`src/rtl/core/assert_macros.svh`:
```
// assertion macros shared by the rtl
// each takes a label, a condition and a consequence, sampled on clk, off in reset
`ifndef ASSERT_MACROS_SVH
`define ASSERT_MACROS_SVH
`ifndef ASSERT_OFF
`define ASSERT_IMPLIES(lbl, cond, cons) \
  lbl: assert property (@(posedge clk) disable iff (!rst_n) (cond) |-> (cons)) \
    else $error("assertion failed");
`define ASSERT_NEXT(lbl, cond, cons) \
  lbl: assert property (@(posedge clk) disable iff (!rst_n) (cond) |=> (cons)) \
    else $error("assertion failed");
`else
`define ASSERT_IMPLIES(lbl, cond, cons)
`define ASSERT_NEXT(lbl, cond, cons)
`endif
`endif

```
`src/rtl/core/tsh_pkg.sv`:
```
`timescale 1ns / 1ps
`default_nettype none
package tsh_pkg;

  typedef enum logic [1:0] {
    PH_IDLE  = 2'd0,
    PH_WAIT  = 2'd1,
    PH_ERROR = 2'd2
  } phase_t;

  localparam int CFG_IDX_BITS = 2;

  typedef enum logic [CFG_IDX_BITS-1:0] {
    CFG_SETPOINT   = 2'd0,
    CFG_HYSTERESIS = 2'd1,
    CFG_PERIOD     = 2'd2,
    CFG_TIMEOUT    = 2'd3
  } cfg_idx_t;

  localparam int SETPOINT_RST   = 320;
  localparam int HYSTERESIS_RST = 8;
  localparam int PERIOD_RST     = 50;
  localparam int TIMEOUT_RST    = 10;

endpackage
`default_nettype wire

```
`src/rtl/core/thermostat_sampler_hysteresis.sv`:
```
`timescale 1ns / 1ps
`default_nettype none
// sampling thermostat with hysteresis, one input word per tick
// in_*  : tick words (sensor ready flag and Q12.4 reading), taken on tvalid && tready
// out_* : one result word per tick word, in order: start, taken, timeout flags,
//         load state, reader phase and the last captured temperature
// cfg_* : register writes at any edge with cfg_we high; the user must write only while the block is idle,
//         which the block itself does not enforce; index 0 setpoint, 1 hysteresis, 2 sample period, 3 timeout
// the result word is registered when its tick word is accepted and is valid in the cycle after
// throughput: one word per cycle while out_tready is high; the reader state update
//   is a single step of logic between the input port and the result register
// a new word is accepted while the current result is taken in the same cycle,
//   so a stalled receiver holds the result and stops the input side with it
// reset (synchronous, rst_n low): registers return to setpoint 320, hysteresis 8,
//   period 50, timeout 10; reader idle, load off, held temperature all ones,
//   no result pending
module thermostat_sampler_hysteresis #(
  parameter int TEMP_BITS  = 16,
  parameter int COUNT_BITS = 8
) (
  input  wire                                  clk,
  input  wire                                  rst_n,
  // tdata fields from bit 0: sensor_ready, sensor_temperature
  input  wire [((TEMP_BITS+8)/8)*8-1:0]        in_tdata,
  input  wire                                  in_tvalid,
  output logic                                 in_tready,
  // tdata fields from bit 0: start_conversion, reading_taken, timeout_error,
  // load_on, phase, held_temperature
  output logic [((TEMP_BITS+13)/8)*8-1:0]      out_tdata,
  output logic                                 out_tvalid,
  input  wire                                  out_tready,
  input  wire                                  cfg_we,
  input  wire [tsh_pkg::CFG_IDX_BITS-1:0]      cfg_index,
  input  wire [((TEMP_BITS > COUNT_BITS) ? TEMP_BITS : COUNT_BITS)-1:0] cfg_data
);

  localparam int OUT_W = ((TEMP_BITS + 13) / 8) * 8;
  localparam int HYST_BITS = TEMP_BITS - 1;

  logic signed [TEMP_BITS-1:0] setpoint_r;
  logic [HYST_BITS-1:0]        hyst_r;
  logic [COUNT_BITS-1:0]       period_r;
  logic [COUNT_BITS-1:0]       timeout_r;

  logic [COUNT_BITS-1:0]       tick_r, tick_nxt;
  logic [COUNT_BITS-1:0]       wait_r, wait_nxt;
  tsh_pkg::phase_t             phase_r, phase_nxt;
  logic                        load_r, load_nxt;
  logic [TEMP_BITS-1:0]        stored_r, stored_nxt;

  logic start_r, start_nxt;
  logic taken_r, taken_nxt;
  logic tmo_r, tmo_nxt;
  logic out_valid_r;

  logic                        accept;
  logic                        ready_in;
  logic [TEMP_BITS-1:0]        temp_in;
  logic [COUNT_BITS-1:0]       tick_inc;
  logic [COUNT_BITS-1:0]       wait_dec;
  logic                        period_hit;
  logic signed [TEMP_BITS:0]   sp_ext;
  logic signed [TEMP_BITS:0]   low_ext;
  logic signed [TEMP_BITS:0]   t_ext;

  assign in_tready = !out_valid_r || out_tready;
  assign accept    = in_tvalid && in_tready;
  assign ready_in  = in_tdata[0];
  assign temp_in   = in_tdata[TEMP_BITS:1];

  // saturating sample counter, never passes the period
  assign tick_inc   = (tick_r < period_r) ? tick_r + 1'b1 : tick_r;
  assign period_hit = (tick_inc >= period_r);
  assign wait_dec   = wait_r - 1'b1;

  // next reader phase
  always_comb begin
    phase_nxt = phase_r;
    case (phase_r)
      tsh_pkg::PH_IDLE: begin
        if (period_hit) phase_nxt = tsh_pkg::PH_WAIT;
      end
      tsh_pkg::PH_WAIT: begin
        if (ready_in) begin
          phase_nxt = tsh_pkg::PH_IDLE;
        end else if (wait_dec == '0) begin
          phase_nxt = tsh_pkg::PH_ERROR;
        end
      end
      default: phase_nxt = tsh_pkg::PH_IDLE;
    endcase
  end

  // counters, flags and capture for this tick
  always_comb begin
    tick_nxt   = tick_inc;
    wait_nxt   = wait_r;
    stored_nxt = stored_r;
    start_nxt  = 1'b0;
    taken_nxt  = 1'b0;
    tmo_nxt    = 1'b0;
    case (phase_r)
      tsh_pkg::PH_IDLE: begin
        if (period_hit) begin
          tick_nxt  = '0;
          wait_nxt  = timeout_r;
          start_nxt = 1'b1;
        end
      end
      tsh_pkg::PH_WAIT: begin
        if (ready_in) begin
          stored_nxt = temp_in;
          taken_nxt  = 1'b1;
        end else begin
          wait_nxt = wait_dec;
          tmo_nxt  = (wait_dec == '0);
        end
      end
      default: ;
    endcase
  end

  // hysteresis compare one bit wider than the reading
  assign sp_ext  = {setpoint_r[TEMP_BITS-1], setpoint_r};
  assign low_ext = sp_ext - $signed({2'b00, hyst_r});
  assign t_ext   = $signed({temp_in[TEMP_BITS-1], temp_in});

  always_comb begin
    load_nxt = load_r;
    if (taken_nxt) begin
      if (t_ext <= low_ext) begin
        load_nxt = 1'b1;
      end else if (t_ext >= sp_ext) begin
        load_nxt = 1'b0;
      end
    end
  end

  always_ff @(posedge clk) begin
    if (!rst_n) begin
      setpoint_r <= TEMP_BITS'(tsh_pkg::SETPOINT_RST);
      hyst_r     <= HYST_BITS'(tsh_pkg::HYSTERESIS_RST);
      period_r   <= COUNT_BITS'(tsh_pkg::PERIOD_RST);
      timeout_r  <= COUNT_BITS'(tsh_pkg::TIMEOUT_RST);
    end else if (cfg_we) begin
      case (tsh_pkg::cfg_idx_t'(cfg_index))
        tsh_pkg::CFG_SETPOINT:   setpoint_r <= cfg_data[TEMP_BITS-1:0];
        tsh_pkg::CFG_HYSTERESIS: hyst_r     <= cfg_data[HYST_BITS-1:0];
        tsh_pkg::CFG_PERIOD:     period_r   <= cfg_data[COUNT_BITS-1:0];
        tsh_pkg::CFG_TIMEOUT:    timeout_r  <= cfg_data[COUNT_BITS-1:0];
        default: ;
      endcase
    end
  end

  always_ff @(posedge clk) begin
    if (!rst_n) begin
      tick_r      <= '0;
      wait_r      <= '0;
      phase_r     <= tsh_pkg::PH_IDLE;
      load_r      <= 1'b0;
      stored_r    <= '1;
      start_r     <= 1'b0;
      taken_r     <= 1'b0;
      tmo_r       <= 1'b0;
      out_valid_r <= 1'b0;
    end else begin
      if (accept) begin
        tick_r   <= tick_nxt;
        wait_r   <= wait_nxt;
        phase_r  <= phase_nxt;
        load_r   <= load_nxt;
        stored_r <= stored_nxt;
        start_r  <= start_nxt;
        taken_r  <= taken_nxt;
        tmo_r    <= tmo_nxt;
      end
      if (accept) begin
        out_valid_r <= 1'b1;
      end else if (out_tready) begin
        out_valid_r <= 1'b0;
      end
    end
  end

  // state registers only move on accept, so they match the pending word
  assign out_tvalid = out_valid_r;
  assign out_tdata  = OUT_W'({stored_r, phase_r, load_r, tmo_r, taken_r, start_r});

`include "assert_macros.svh"

  `ASSERT_IMPLIES(a_flags_exclusive, out_valid_r, $onehot0({start_r, taken_r, tmo_r}))
  `ASSERT_IMPLIES(a_start_waits, out_valid_r && start_r, phase_r == tsh_pkg::PH_WAIT)
  `ASSERT_IMPLIES(a_taken_idle, out_valid_r && taken_r, phase_r == tsh_pkg::PH_IDLE)
  `ASSERT_IMPLIES(a_tmo_error, out_valid_r && tmo_r, phase_r == tsh_pkg::PH_ERROR)
  `ASSERT_NEXT(a_error_one_tick, accept && phase_r == tsh_pkg::PH_ERROR,
               phase_r == tsh_pkg::PH_IDLE)

endmodule
`default_nettype wire
```
`config.mk`:
```
export PLATFORM = sky130hd
export DESIGN_NAME = thermostat_sampler_hysteresis
export DESIGN_NICKNAME = d
export VERILOG_FILES = /design/src/rtl/core/tsh_pkg.sv /design/src/rtl/core/thermostat_sampler_hysteresis.sv
export VERILOG_INCLUDE_DIRS = /design/src /design/src/rtl/core
export SDC_FILE = /design/constraint.sdc
export NUM_CORES = 1
export LEC_CHECK = 0
export ABC_CLOCK_PERIOD_IN_PS = 3800
export BUFFER_PORTS_ARGS = -buffer_cell sky130_fd_sc_hd__buf_4
export CORE_ASPECT_RATIO = 2
export CORE_UTILIZATION = 55
export DETAILED_ROUTE_END_ITERATION = 7
export PLACE_DENSITY_LB_ADDON = 0.1
export SLEW_MARGIN = 20
export SYNTH_ARGS = -nofsm -noshare
export SYNTH_HDL_FRONTEND = slang
export SYNTH_SLANG_ARGS = --single-unit
```
`constraint.sdc`:
```
create_clock -name clk -period 3.8 [get_ports clk]
set_input_delay 0.57 -clock clk [delete_from_list [all_inputs] [get_ports clk]]
set_output_delay 0.57 -clock clk [all_outputs]
set_load 0.01 [all_outputs]
```
==> results_dict.tcl <==
set metrics [dict create \
    finalSetupTns_ns 0 \
    fin_crit_ns 3.68 \
    slew_headroom_pct 36.7 \
    htree_levels 3 \
    dieWidth_microns 73.1 \
    fillCellCount 894 \
    hold_violations 0 \
    rsz0062_at_grt "yes" \
    drtAntennaViolNets 0 \
    die-height_microns 144 \
    synth_top_area_share_pct 31.0 \
    avgViaCountPerCell 5.66 \
    worst_ep_arrival_time_ns 3.95 \
    drt_iter0_markers 196 \
    pwr-share-seq_pct 43.7 \
    wl_mm 14.2 \
    hold_depth 2 \
    synth-async-reset-ratio_pct 0 \
    synth-simple-area-share_pct 23.3 \
    slowest_stage "or4_1" \
    grt_overflow 0 \
    drv_slew 0 \
    synth-compound-area-share_pct 20.3 \
    portBuffers 63 \
    powerDensity_mw_per_mm2 336 \
    dp_worst_setup_slack_ns 0.0592 \
    hold_path_class "register to register" \
    worstPathRequired_ns 4.06 \
    synth_top_cell_by_area "dfxtp_1" \
    vias 5076 \
    post-route-util_pct 65.4 \
    antennaDiodeCount 0 \
    initial_core_util_pct 56.9 \
    fin_cells 897 \
    seq_area_frac_synth_pct 31.0 \
    antenna_found_initial 0 \
    reg2regPathDepth 15 \
    synth_common_cells "nand2_1 (152), dfxtp_1 (86), a21oi_1 (75), ha_1 (66), inv_1 (49)" \
    yosysMostFrequentCell "nand2_1" \
    synth_top_family_by_area "simple AND/OR/NAND/NOR gates" \
    clock_latency_ns 0.34 \
    wl_per_cell_microns 15.9 \
    critPathTopFamily "compound AO/OA/AOI/OAI gates" \
    power.total_mw 2.15 \
    intPower_mw 1.55 \
    fin_nets 876 \
    ys_warn_count 0 \
    path_class "register to register" \
    dp_cells 883 \
    num_rows 51 \
    ys_types 68 \
    io_pins 73 \
    synth_flop_cell "dfxtp_1" \
    finalWeightedCongestion 0.838 \
    critical_path_depth 15 \
    synth_fa_ha_area_share_pct 15.2 \
    syn_avg_cell_area_sq_um 7.82 \
    syn_inst 710 \
    cts_setup_buffers 0 \
    gr-usage-all-layers_pct 28.3 \
    ir_drop_mv 0.271 \
    dpl.hpwl_mm 11.2 \
    syn_to_final_growth_pct 15.0 \
    pwr-share-clk_pct 37.4 \
    p_leak_nw 2.80 \
    clock_sinks 86 \
    clkTransAtPathRegs_ns 0.06 \
    ys_ff_latch 86 \
    grt_first_pass_wirelength_mm 22.7 \
    cp-end-kind "register" \
    drive_above_1_share_pct 14.2 \
    drc_errors 0 \
    cts-root-buf "clkbuf_16" \
    grt_pass1_vias 5060 \
    tightest_slew_ns 0.948 \
    regArea_sq_mm 0.00172 \
    synthMuxAreaShare_pct 0.563 \
    fin_ws_ns 0.115 \
    outcome "complete, no violations" \
    startpoint "period_r[7]" \
    synth_edf_count 0 \
    crit_fanout 5 \
    grt_max_degree 46 \
    cts_tree "yes" \
    multiInputGateArea_sq_mm 0.00349 \
    cts_buffers 9 \
    start_kind "register" \
    path_cells "inv_1, ha_1, and3_1, a221o_1, a21oi_2, buf_4, xnor2_1, ha_1, nand2b_1, a211oi_1, o21bai_2, buf_4, a211o_2, or4_1, o21ai_0" \
    syn_area_sq_mm 0.00556 \
    regToRegStartpoint "period_r[7]" \
    switching_share_pct 27.7 \
    timing.final.crit_share_pct 97.0 \
    fmax_mhz 271 \
    drv_cap 0 \
    pwr-share-comb_pct 19.0 \
    p_sw_uw 596 \
    clockBufferDepth 2 \
    die-area_sq_mm 0.0105 \
    r2r_setup_slack_ns 0.12 \
    cpPeakStageDelay_ns 0.39 \
    synth.area.top_cells "dfxtp_1 (31%), ha_1 (15%), nand2_1 (10%), a21oi_1 (6.8%), inv_1 (3.3%)" \
    core_sq_mm 0.00976 \
    drt_first_pass_iters 4 \
    hp-start "hyst_r[10]" \
    synth-xor-area-share_pct 2.68 \
    crit_buf_inv 3 \
    fin_worst_skew_ns 0.00478 \
    setup_viol 0 \
]
[layout make-up]
cell class / instances / share of cell area (%)
Clock inverter: 2 / 0.157
Clock buffer: 12 / 3.86
Tap cell: 132 / 2.59
Multi-Input combinational cell: 540 / 54.6
Sequential cell: 86 / 27.0
Inverter: 49 / 2.88
Timing Repair Buffer: 76 / 8.93
[metrics by stage]
| stage | area (sq um) | hold slack (ns) |
|---|---|---|
| final | 6390 | 0.453 |
| after global placement | 6100 | 0.443 |
| after global routing | 6390 | 0.469 |
| after floorplan | 5560 | 0.436 |
| after CTS | 6360 | 0.457 |
| after detailed placement | 6100 | 0.449 |
[power by group through the flow]
stage	Combinational, mW	Clock (mW)	Sequential (mW)
floorplan	0.275	0	0.953
global placement	0.383	0	0.957
detailed placement	0.398	0	0.958
CTS	0.401	0.812	0.938
global route	0.458	0.843	0.940
finish	0.407	0.802	0.938
[worst register-to-register path: cells and delay by family, from the launching register on]
family / cells / cell delay, ns
adder cells (fa/ha/maj): 2 / 0.54
buffers and inverters: 3 / 0.42
AND/OR/NAND/NOR: 3 / 0.76
XOR/XNOR: 1 / 0.11
flip-flops: 1 / 0.34
AO/OA/AOI/OAI: 6 / 1.46
[flip-flops by register name, indices dropped and copies added (netlist names), 2 cells and up]
signal / count
period_r: 8
tick_r: 8
setpoint_r: 16
hyst_r: 15
wait_r: 8
timeout_r: 8
stored_r: 16
phase_r: 2
[per-layer routing]
metal | share of wire (%) | vias up | GRT usage [%]
li1 | - | 2580 | -
met1 | 35 | 2356 | 24.7
met2 | 58 | 109 | 57.8
met3 | 2.8 | 31 | 4.04
met4 | 4.0 | 0 | 15.4
met5 | 0 | - | 0
[final timing paths]
kind,to
worst max-delay path,tick_r[2]
worst min-delay path,hyst_r[10]
worst max register to register,tick_r[2]
worst min register to register,hyst_r[10]
[cells by family (layout without fill, tap and decap cells)]
group | after synthesis | after routing
AOI/OAI and AO/OA | 177 | 177
xor gates and xnor gates | 17 | 17
adders and majority gates | 67 | 67
buffers and inverters | 85 | 139
DFF | 86 | 86
muxes | 3 | 3
other | 1 | 2
and+or+nand+nor | 274 | 274
[cells in the final DEF (no fill, tap or decap), types with 8 or more instances in the layout]
cell type,netlist,routed
o21ai_0,25,25
nand2_1,152,152
or4_1,8,8
dfxtp_1,86,86
clkbuf_16,0,9
xnor2_1,10,10
nor2_1,20,19
buf_4,7,76
a21o_1,16,16
inv_1,49,49
nand2b_1,9,9
o211ai_1,14,14
a21oi_1,75,74
nand3_1,27,27
ha_1,66,66
and3_1,9,9
[repair_timing]
item | CTS | global route
endpoints found under the setup margin | 0 | 13
gates resized for setup | 0 | 6
hold buffers | 0 | 0
No activity file was read; power rests on OpenSTA's default activity.
